<file path="src/hw/rtl/mclb_pkg.sv">
// Package for the multi-channel LED blinker.
// Holds the operation codes, the controller state type and the command struct.
// No dependencies.
package mclb_pkg;

	localparam logic OP_TICK   = 1'b0;
	localparam logic OP_CONFIG = 1'b1;

	typedef enum logic [1:0] {
		ST_INIT,
		ST_IDLE,
		ST_REPORT
	} ctrl_state_t;

	typedef struct packed {
		logic tick;
		logic cfg;
	} dp_cmd_t;

endpackage

</file>
<file path="src/hw/rtl/mclb_ctrl.sv">
// Controller of the multi-channel LED blinker.
// Accepts beats, issues tick and configure commands and marks the result beat.
// Depends on mclb_pkg.
module mclb_ctrl (
	input  logic              clk,
	input  logic              arst_n,
	input  logic              start,
	input  logic              operation,
	output logic              busy,
	output logic              done,
	output mclb_pkg::dp_cmd_t cmd
);

	mclb_pkg::ctrl_state_t state_q;
	mclb_pkg::ctrl_state_t state_d;
	logic                  accept;

	always_ff @(posedge clk or negedge arst_n) begin
		if (!arst_n) begin
			state_q <= mclb_pkg::ST_INIT;
		end else begin
			state_q <= state_d;
		end
	end

	always_comb begin
		state_d  = state_q;
		busy     = 1'b0;
		done     = 1'b0;
		accept   = 1'b0;
		cmd.tick = 1'b0;
		cmd.cfg  = 1'b0;
		case (state_q)
			mclb_pkg::ST_INIT: begin
				busy    = 1'b1;
				state_d = mclb_pkg::ST_IDLE;
			end
			mclb_pkg::ST_IDLE: begin
				accept = start;
			end
			mclb_pkg::ST_REPORT: begin
				done   = 1'b1;
				accept = start;
			end
			default: begin
				busy    = 1'b1;
				state_d = mclb_pkg::ST_IDLE;
			end
		endcase
		if (accept) begin
			cmd.tick = (operation == mclb_pkg::OP_TICK);
			cmd.cfg  = (operation == mclb_pkg::OP_CONFIG);
			state_d  = mclb_pkg::ST_REPORT;
		end else if (state_q == mclb_pkg::ST_REPORT) begin
			state_d = mclb_pkg::ST_IDLE;
		end
	end

`ifndef SYNTHESIS
	a_cmd_exclusive: assert property (@(posedge clk) disable iff (!arst_n)
		!(cmd.tick && cmd.cfg))
		else $error("tick and configure commands issued together");

	a_done_follows_accept: assert property (@(posedge clk) disable iff (!arst_n)
		(start && !busy) |=> done)
		else $error("accepted beat produced no result beat");

	a_done_only_after_accept: assert property (@(posedge clk) disable iff (!arst_n)
		done |-> $past(cmd.tick || cmd.cfg))
		else $error("result beat without a command in the cycle before");

	a_no_cmd_while_busy: assert property (@(posedge clk) disable iff (!arst_n)
		busy |-> !(cmd.tick || cmd.cfg))
		else $error("command issued while busy");
`endif

endmodule

</file>
<file path="src/hw/rtl/mclb_datapath.sv">
// Datapath of the multi-channel LED blinker.
// Per-channel limits, elapsed counters, phase and enable bits; drives the pin word.
// Depends on mclb_pkg.
module mclb_datapath #(
	parameter int CHANNELS   = 32,
	parameter int TIME_WIDTH = 16
) (
	input  logic              clk,
	input  logic              arst_n,
	input  mclb_pkg::dp_cmd_t cmd,
	input  logic [4:0]        channel,
	input  logic [15:0]       on_time,
	input  logic [15:0]       off_time,
	output logic [31:0]       pin_levels
);

	localparam int CW = TIME_WIDTH + 1;

	logic [TIME_WIDTH-1:0] on_limit_q  [CHANNELS];
	logic [TIME_WIDTH-1:0] off_limit_q [CHANNELS];
	logic [CW-1:0]         elapsed_q   [CHANNELS];
	logic [CHANNELS-1:0]   lit_q;
	logic [CHANNELS-1:0]   enabled_q;

	logic [TIME_WIDTH-1:0] on_lim;
	logic [TIME_WIDTH-1:0] off_lim;
	logic                  both_zero;

	assign on_lim    = TIME_WIDTH'(on_time);
	assign off_lim   = TIME_WIDTH'(off_time);
	assign both_zero = (on_lim == '0) && (off_lim == '0);

	for (genvar c = 0; c < CHANNELS; c++) begin : g_chan
		logic                  sel;
		logic [TIME_WIDTH-1:0] lim;
		logic [CW-1:0]         next_cnt;
		logic                  wrap;

		assign sel      = cmd.cfg && (channel == 5'(c));
		assign lim      = lit_q[c] ? on_limit_q[c] : off_limit_q[c];
		assign next_cnt = elapsed_q[c] + CW'(1);
		assign wrap     = next_cnt > CW'(lim);

		always_ff @(posedge clk) begin
			if (sel && !both_zero) begin
				on_limit_q[c]  <= on_lim;
				off_limit_q[c] <= off_lim;
			end
		end

		always_ff @(posedge clk or negedge arst_n) begin
			if (!arst_n) begin
				elapsed_q[c] <= '0;
				lit_q[c]     <= 1'b0;
				enabled_q[c] <= 1'b0;
			end else if (sel) begin
				lit_q[c]     <= 1'b0;
				enabled_q[c] <= !both_zero;
			end else if (cmd.tick && enabled_q[c]) begin
				if (wrap) begin
					elapsed_q[c] <= '0;
					lit_q[c]     <= !lit_q[c];
				end else begin
					elapsed_q[c] <= next_cnt;
				end
			end
		end
	end

	always_comb begin
		pin_levels = '0;
		pin_levels[CHANNELS-1:0] = ~lit_q;
	end

endmodule

</file>
<file path="src/hw/rtl/multi_channel_led_blinker_unit.sv">
// Top level of the multi-channel LED blinker.
// Instantiates mclb_ctrl and mclb_datapath; depends on mclb_pkg.
//
// Channel  | Handshake      | Payload
// input    | start / busy   | operation, channel, on_time, off_time
// result   | done (strobe)  | pin_levels
//
// Each beat is applied to the channel registers at the edge that accepts it,
// and its result beat follows in the next cycle with done high for one cycle.
// A new beat can be accepted every cycle while busy is low, also in the cycle that shows a result.
// After reset, busy is high for one cycle; the receiver cannot stall results.
module multi_channel_led_blinker_unit #(
	parameter int CHANNELS   = 32,
	parameter int TIME_WIDTH = 16
) (
	input  logic        clk,
	input  logic        arst_n,
	input  logic        start,
	output logic        busy,
	input  logic        operation,
	input  logic [4:0]  channel,
	input  logic [15:0] on_time,
	input  logic [15:0] off_time,
	output logic        done,
	output logic [31:0] pin_levels
);

	mclb_pkg::dp_cmd_t cmd;

	mclb_ctrl u_ctrl (
		.clk       (clk),
		.arst_n    (arst_n),
		.start     (start),
		.operation (operation),
		.busy      (busy),
		.done      (done),
		.cmd       (cmd)
	);

	mclb_datapath #(
		.CHANNELS   (CHANNELS),
		.TIME_WIDTH (TIME_WIDTH)
	) u_datapath (
		.clk        (clk),
		.arst_n     (arst_n),
		.cmd        (cmd),
		.channel    (channel),
		.on_time    (on_time),
		.off_time   (off_time),
		.pin_levels (pin_levels)
	);

endmodule
</file>
<file path="config.mk">
export PLATFORM = sky130hd
export DESIGN_NAME = multi_channel_led_blinker_unit
export DESIGN_NICKNAME = d
export VERILOG_FILES = /design/src/hw/rtl/mclb_pkg.sv /design/src/hw/rtl/mclb_ctrl.sv /design/src/hw/rtl/mclb_datapath.sv /design/src/hw/rtl/multi_channel_led_blinker_unit.sv
export SDC_FILE = /design/constraint.sdc
export NUM_CORES = 2
export LEC_CHECK = 0
export BUFFER_PORTS_ARGS = -buffer_cell sky130_fd_sc_hd__clkbuf_2
export CAP_MARGIN = 0
export CORE_MARGIN = 2
export CORE_UTILIZATION = 55
export DETAILED_ROUTE_END_ITERATION = 16
export MAX_ROUTING_LAYER = met4
export PLACE_DENSITY_LB_ADDON = 0.25
export SLEW_MARGIN = 20
export SYNTH_ARGS = -nofsm -noshare
export SYNTH_HDL_FRONTEND = slang
export SYNTH_SLANG_ARGS = --single-unit
export TNS_END_PERCENT = 100
</file>
<file path="constraint.sdc">
create_clock -name clk -period 6.3 [get_ports clk]
set_input_delay 0.63 -clock clk [delete_from_list [all_inputs] [get_ports clk]]
set_output_delay 0.63 -clock clk [all_outputs]
set_load 0.02 [all_outputs]
</file>
* Yosys cells after proc, flatten, opt, wreduce, memory -nomap -nowiden
Memory sizes are Yosys's and may differ from the RTL's. Cells that the tools add are included.
Operators by class: add/subtract/negate cells 32, $lt $le $gt $ge 32, eq/ne operators 34, mux-type cells 417, bitwise operators 34, reduce and logical (&&, ||, !) cells 324
Operators by type and width (number):
- $mux W16 | 94
- $reduce_or A16 Y1 | 62
- $add A17 B1 Y17 const B | 32
- $gt A17 B16 Y1 | 32
- $mux W17 | 32
- $mux W5 | 62
- $mux W1 | 225
- $reduce_and A2 Y1 | 64
- $reduce_bool A2 Y1 | 64
- $logic_and A1 B1 Y1 | 97
- $eq A5 B5 Y1 const B | 16
- $eq A5 B4 Y1 const B | 8
- $logic_not A1 Y1 | 33
- $not A1 Y1 | 33
- $logic_not A16 Y1 | 2
- $not A32 Y32 | 1
- $eq A5 B3 Y1 const B | 4
- $eq A5 B2 Y1 const B | 2
- $mux W2 | 4
- $eq A5 B1 Y1 const B | 1
- $logic_not A5 Y1 | 1
- $ne A3 B1 Y1 const B | 1
- $eq A2 B1 Y1 const B | 1
- $eq A2 B2 Y1 const B | 1
- $reduce_or A2 Y1 | 1
Storage, ports and cells: flip-flop bits (word level) 610, bits in writable memories 1024, input bits 41, output and inout bits 34, word-level logic and storage cells 972, memories kept 2
Memory list:
- u_datapath.off_limit_q | depth 32, width 16, read ports 32, clocked after Yosys merged registers in 0, wr ports 1, line mclb_datapath.sv:20 | logic [TIME_WIDTH-1:0] off_limit_q [CHANNELS];
- u_datapath.on_limit_q | depth 32, width 16, read ports 32, clocked after Yosys merged registers in 0, wr ports 1, line mclb_datapath.sv:19 | logic [TIME_WIDTH-1:0] on_limit_q [CHANNELS];

* Depth between registers and ports, before layout
word-level depth 40, depth in mapped cells 17, mapped depth without buffers 15

* Modules after synthesis
A second synthesis with hierarchy kept.
Unflattened totals: cell total of the unflattened synthesis 7000, area total of the unflattened synthesis 82526.6 sq um
Modules (own cells, without submodules):
- mclb_datapath | instances 1, cells an instance 6987, area each 82399.0 sq um, sequential area each 45964.1 sq um
- mclb_ctrl | instances 1, cells an instance 13, area each 127.6 sq um, sequential area each 50.0 sq um

* Worst setup path after synthesis
OpenSTA, ideal clock, no wires.
path kind register to register, start point register u_ctrl.state_q[0], end point memory u_datapath.off_limit_q[14][0] (netlist: u_datapath.off_limit_q[0][224]), enable pin, setup time 0.501 ns, arrival time 4.733 ns, data required time 5.799 ns, setup slack 1.066 ns, stages on the path, launching flop included 8, path buffers 1, period minus slack after synthesis 5.234 ns, cell sequence dfrtp_1 -> inv_1 -> ha_1 -> nor2b_1 -> nand2_1 -> or2_2 -> clkbuf_1 -> nor4_1
Between the ends: cells in the longest elaborated chain, start to end 40, elaborated cells between the ends (all ways) 226, classes of those cells eq/ne: 2; mux: 128; reduce/logical: 96
RTL lines:
- from (decl) | line mclb_ctrl.sv:14 | mclb_pkg::ctrl_state_t state_q;
- from (signal assigned) | line mclb_ctrl.sv:20 | state_q <= mclb_pkg::ST_INIT;
- from (signal assigned) | line mclb_ctrl.sv:22 | state_q <= state_d;
- $eq A2 B1 Y1 / $eq A2 B2 Y1 (equally long branches) | line mclb_ctrl.sv:33 | case (state_q)
- $reduce_or A2 Y1 (no line) (*)
- $mux W1 (*) | line mclb_ctrl.sv:33
- $mux W2 (*) | line mclb_ctrl.sv:50 | if (accept) begin
- $logic_and A1 B1 Y1 | line mclb_datapath.sv:39 | assign sel = cmd.cfg && (channel == 5'(c));
- $logic_and A1 B1 Y1 | line mclb_datapath.sv:45 | if (sel && !both_zero) begin
- $mux W1 | line mclb_datapath.sv:45
- $mux W1 (not written as such) | line mclb_datapath.sv:47 | off_limit_q[c] <= off_lim;
- $reduce_or A16 Y1 (no line)
- $mux W5 (no line) / $mux W1 (equally long branches) (31 in series)
- to (decl) | line mclb_datapath.sv:20
Mark *: on every way between the ends. The rest lies on a longest branch, timed or not.

* Worst setup path in the final report
start point register u_datapath.elapsed_q[476] (netlist name), end point register u_datapath.elapsed_q[489] (netlist name)
Between the ends: cells in the longest elaborated chain, start to end 3
RTL lines:
- from (decl) | line mclb_datapath.sv:21 | logic [CW-1:0] elapsed_q [CHANNELS];
- from (signal, indexed assignment) | line mclb_datapath.sv:64 | elapsed_q[c] <= next_cnt;
- $add A17 B1 Y17 (*) | line mclb_datapath.sv:41 | assign next_cnt = elapsed_q[c] + CW'(1);
- $gt A17 B16 Y1 | line mclb_datapath.sv:42 | assign wrap = next_cnt > CW'(lim);
- $mux W17 (*) | line mclb_datapath.sv:60 | if (wrap) begin
Marks and branches as above. A chain may end at the register's enable or synchronous reset.

==> metrics.txt <==
XOR/XNOR Fraction of Synth Area=0.04996; Ports=75; drt first pass iters=6; maximum vdd ir drop=0.2973 mV; Port Buffers=74; Skew-Pair Late Insertion Delay=0.80 ns; post-synthesis compound-gate area fraction=0.09095; CTS-repair resized insts=0; Die Y=391.0 um; fin cells=9175; Final ANT Viol Nets=0; post-layout util=0.6089; worst path cell trace=ha_1 > nand2_1 > nor4_2 > nand2_1 > xnor2_1 > ha_1 > nand4_1 > or4_1 > a221o_1 > nor2_2 > nand3_1 > o22ai_1; Max Clk Rate=0.2151 GHz; row count=142; clock root buffer=clkbuf_16; core box area=149200 um^2; Initial DRC Count=5712; min Tclk post-route=4.649 ns; top_reg_cell synth=edfxtp_1; Clk pin slew, worst setup/hold paths=0.06 ns; syn_area_per_cell=11.79 um^2; largest family of logic cells by synthesized area=simple AND/OR/NAND/NOR gates; worst-case clock buffer depth=3; Worst Setup End Kind=flop; gr usage total=0.2843; min-delay worst type=in -> reg; Synth Warn #=0; metal1 wirelength=91930 um; number of global-route vias before repair=53610; final WL=211200 um; Worst EP required=7.00 ns; part of the cycle the worst path needs=0.7379; FF-to-FF setup slack=1.65 ns; Met2 Wirelength=98880 um; Highest Signal Layer=met4; asr flop ratio synth=0.3733; Adder-Cell Fraction of Synth Area=0.08292; final setup violation count=0; EDFF count, synth=1024; DRC viols=0; Layout area overhead=10.29%; critical setup path kind=reg -> reg; crit-path max FO=15; post-synthesis register bit count=1634; Sink Count=1634; CTS buffer count=172; slowest stage cell, crit path=nor2_2; Vias per Instance=6.139; mux share of post-synthesis cell area=0.06465; CTS tree=yes; Slew Viols, Final=0; crit start category=flop; routed length on met3=15150 um; die area=152900 um^2; Synth Area in Simple Gates=0.1364; Power per Cell Area=299.5 nW/um^2; initial antenna violation count=26; TNS Setup=0 ns; HPWL Detailed=128000 um; post-DR wirelength/cell=23.02 um; Final Hold Fails=0; Placer Congestion=0.9167; Cells after Synth=6989; minimum hold slack=0.2546 ns; clk_skew=0.02121 ns; fin nets=7659; Via Count=56330; Slew @ Worst Pin=1.127 ns; largest net degree at the start of global routing=145; Critical Path Max Stage Delay=0.58 ns; post-synthesis instance area=82390 um^2; GR Overflow Total=0; synth unique cells=81; crit path DAT=5.35 ns; register area share after synthesis=0.5585; placed cell count=8841; Mapped Nets=7576; Die W=391.0 um; fraction of layout cells with a size suffix above 1=0.07353; H-tree lvl count=4; first-pass GRT wire length=321100 um; max_slew headroom=0.2467; RSZ-0062 raised after global routing=no; Initial Utilization=0.5521; MaxCap Viol Count=0; Leak Pwr=36.88 nW; Final WS setup=1.651 ns; post-place setup slack=1.863 ns; outcome=completed
## flip-flops by register name, summed over array words and instances (netlist names)
| register | flops |
|---|---|
| u_datapath.lit_q | 32 |
| u_ctrl.state_q | 2 |
| u_datapath.on_limit_q | 512 |
| u_datapath.off_limit_q | 512 |
| u_datapath.elapsed_q | 544 |
| u_datapath.enabled_q | 32 |
## worst max-delay path, delay by kind of cell (launching register included)
| family | cells | cell delay [ns] |
|---|---|---|
| DFF | 1 | 0.44 |
| adders and majority gates | 2 | 0.63 |
| AOI/OAI and AO/OA | 2 | 0.75 |
| and+or+nand+nor | 7 | 2.57 |
| xor gates and xnor gates | 1 | 0.16 |
## where the power goes
| part | internal, mW | total [mW] | switching (mW) |
|---|---|---|---|
| clock | 6.13 | 10.4 | 4.27 |
| sequential | 11.9 | 12.8 | 0.888 |
| combinational | 1.64 | 4.05 | 2.41 |
| total | 19.6 | 27.2 | 7.57 |
## final timing paths
kind	start	to	depth (start not counted)
hold / removal	on_time[3]	u_datapath.on_limit_q[2][19]	1
max in group asynchronous	arst_n	u_datapath.elapsed_q[58]	3
hold reg to reg	u_datapath.enabled_q[19]	u_datapath.enabled_q[19]	1
setup reg to reg	u_datapath.elapsed_q[476]	u_datapath.elapsed_q[489]	12
min in group asynchronous	arst_n	u_datapath.elapsed_q[215]	2
setup / recovery	u_datapath.elapsed_q[476]	u_datapath.elapsed_q[489]	12
## stage by stage
stage          total power, mW  cell area [um^2]
6_report                 27.21             90870
4_1_cts                  27.36             90840
3_3_place_gp             16.83             85030
3_5_place_dp             16.99             85030
5_1_grt                  28.34             90850
2_1_floorplan            15.53             82390
## cell families after synthesis
family,Yosys count
flip-flops,1634
multiplexers,527
XOR/XNOR,470
AND/OR/NAND/NOR,2293
AO/OA/AOI/OAI,1168
buffers and inverters,351
adder cells (fa/ha/maj),546
## layer usage
metal | GRT usage | vias to the layer above
met4 | 0.07855 | 0
met3 | 0.04077 | 334
met1 | 0.3908 | 27880
li1 | - | 26190
met2 | 0.4440 | 1929
met5 | - | -
## area by class of cell
class | instances | area, um^2
timing repair buffer | 136 | 991.0
antenna | 9 | 22.52
tap | 1944 | 2432
clock buffer | 225 | 4773
sequential | 1634 | 46010
clock inverter | 99 | 1028
inverter | 124 | 465.4
multi-input combinational | 5004 | 35140
fill | 11630 | 58370
## cells in the mapped netlist, types with 10 or more instances
cell / count / area share
a31oi_1: 18 / 0.0014
o211ai_1: 28 / 0.0026
xnor2_1: 280 / 0.030
buf_2: 20 / 0.0012
a211oi_1: 53 / 0.0048
nor4_1: 39 / 0.0030
nand3_1: 288 / 0.017
or2_2: 25 / 0.0019
a31o_2: 12 / 0.0013
edfxtp_1: 1024 / 0.37
or4_1: 23 / 0.0021
a21boi_0: 10 / 0.00091
o31ai_1: 77 / 0.0070
a22o_1: 117 / 0.012
mux2_2: 41 / 0.0056
o21ai_0: 433 / 0.026
xor2_1: 190 / 0.020
nand4_1: 192 / 0.015
nand2_1: 776 / 0.035
a21o_1: 97 / 0.0088
and3_1: 119 / 0.0090
mux2i_1: 486 / 0.059
or3_1: 66 / 0.0050
nand3b_1: 26 / 0.0024
nor2b_1: 49 / 0.0037
o2bb2ai_1: 41 / 0.0044
o22ai_1: 22 / 0.0017
clkbuf_1: 198 / 0.0090
nand2b_1: 59 / 0.0045
nor3_1: 132 / 0.0080
a21oi_1: 182 / 0.011
dfrtp_1: 610 / 0.19
inv_1: 124 / 0.0056
and2_1: 79 / 0.0060
and4_1: 28 / 0.0030
nor3b_1: 15 / 0.0014
ha_1: 546 / 0.083
nor2_1: 347 / 0.016
## cell usage in the layout, fill, tap and decap left out, types with 25 or more instances in the layout
master | synthesis | routed
nand2_1 | 776 | 776
and4_1 | 28 | 28
nor2_1 | 347 | 326
clkbuf_2 | 1 | 41
xor2_1 | 190 | 190
nor3_1 | 132 | 122
clkbuf_16 | 0 | 180
nor2b_1 | 49 | 48
and2_1 | 79 | 79
a211oi_1 | 53 | 53
buf_4 | 2 | 88
nand3_1 | 288 | 288
nand4_1 | 192 | 192
edfxtp_1 | 1024 | 1024
o2bb2ai_1 | 41 | 41
o21ai_0 | 433 | 433
dfrtp_1 | 610 | 610
or3_1 | 66 | 66
clkinv_1 | 0 | 32
mux2i_1 | 486 | 486
a21oi_1 | 182 | 182
o31ai_1 | 77 | 77
inv_1 | 124 | 124
a22o_1 | 117 | 117
nor4_1 | 39 | 37
xnor2_1 | 280 | 280
nand3b_1 | 26 | 26
or2_2 | 25 | 25
o211ai_1 | 28 | 28
ha_1 | 546 | 546
clkbuf_1 | 198 | 35
nand2b_1 | 59 | 59
mux2_2 | 41 | 41
and3_1 | 119 | 119
a21o_1 | 97 | 97
## repair_timing
action | 4_1_cts | 5_1_grt
hold buffers | 1 | 0
endpoints found under the hold margin | 95 | 0
buffers inserted | 0 | 0
Note: power is estimated with default switching activity, not from simulation.
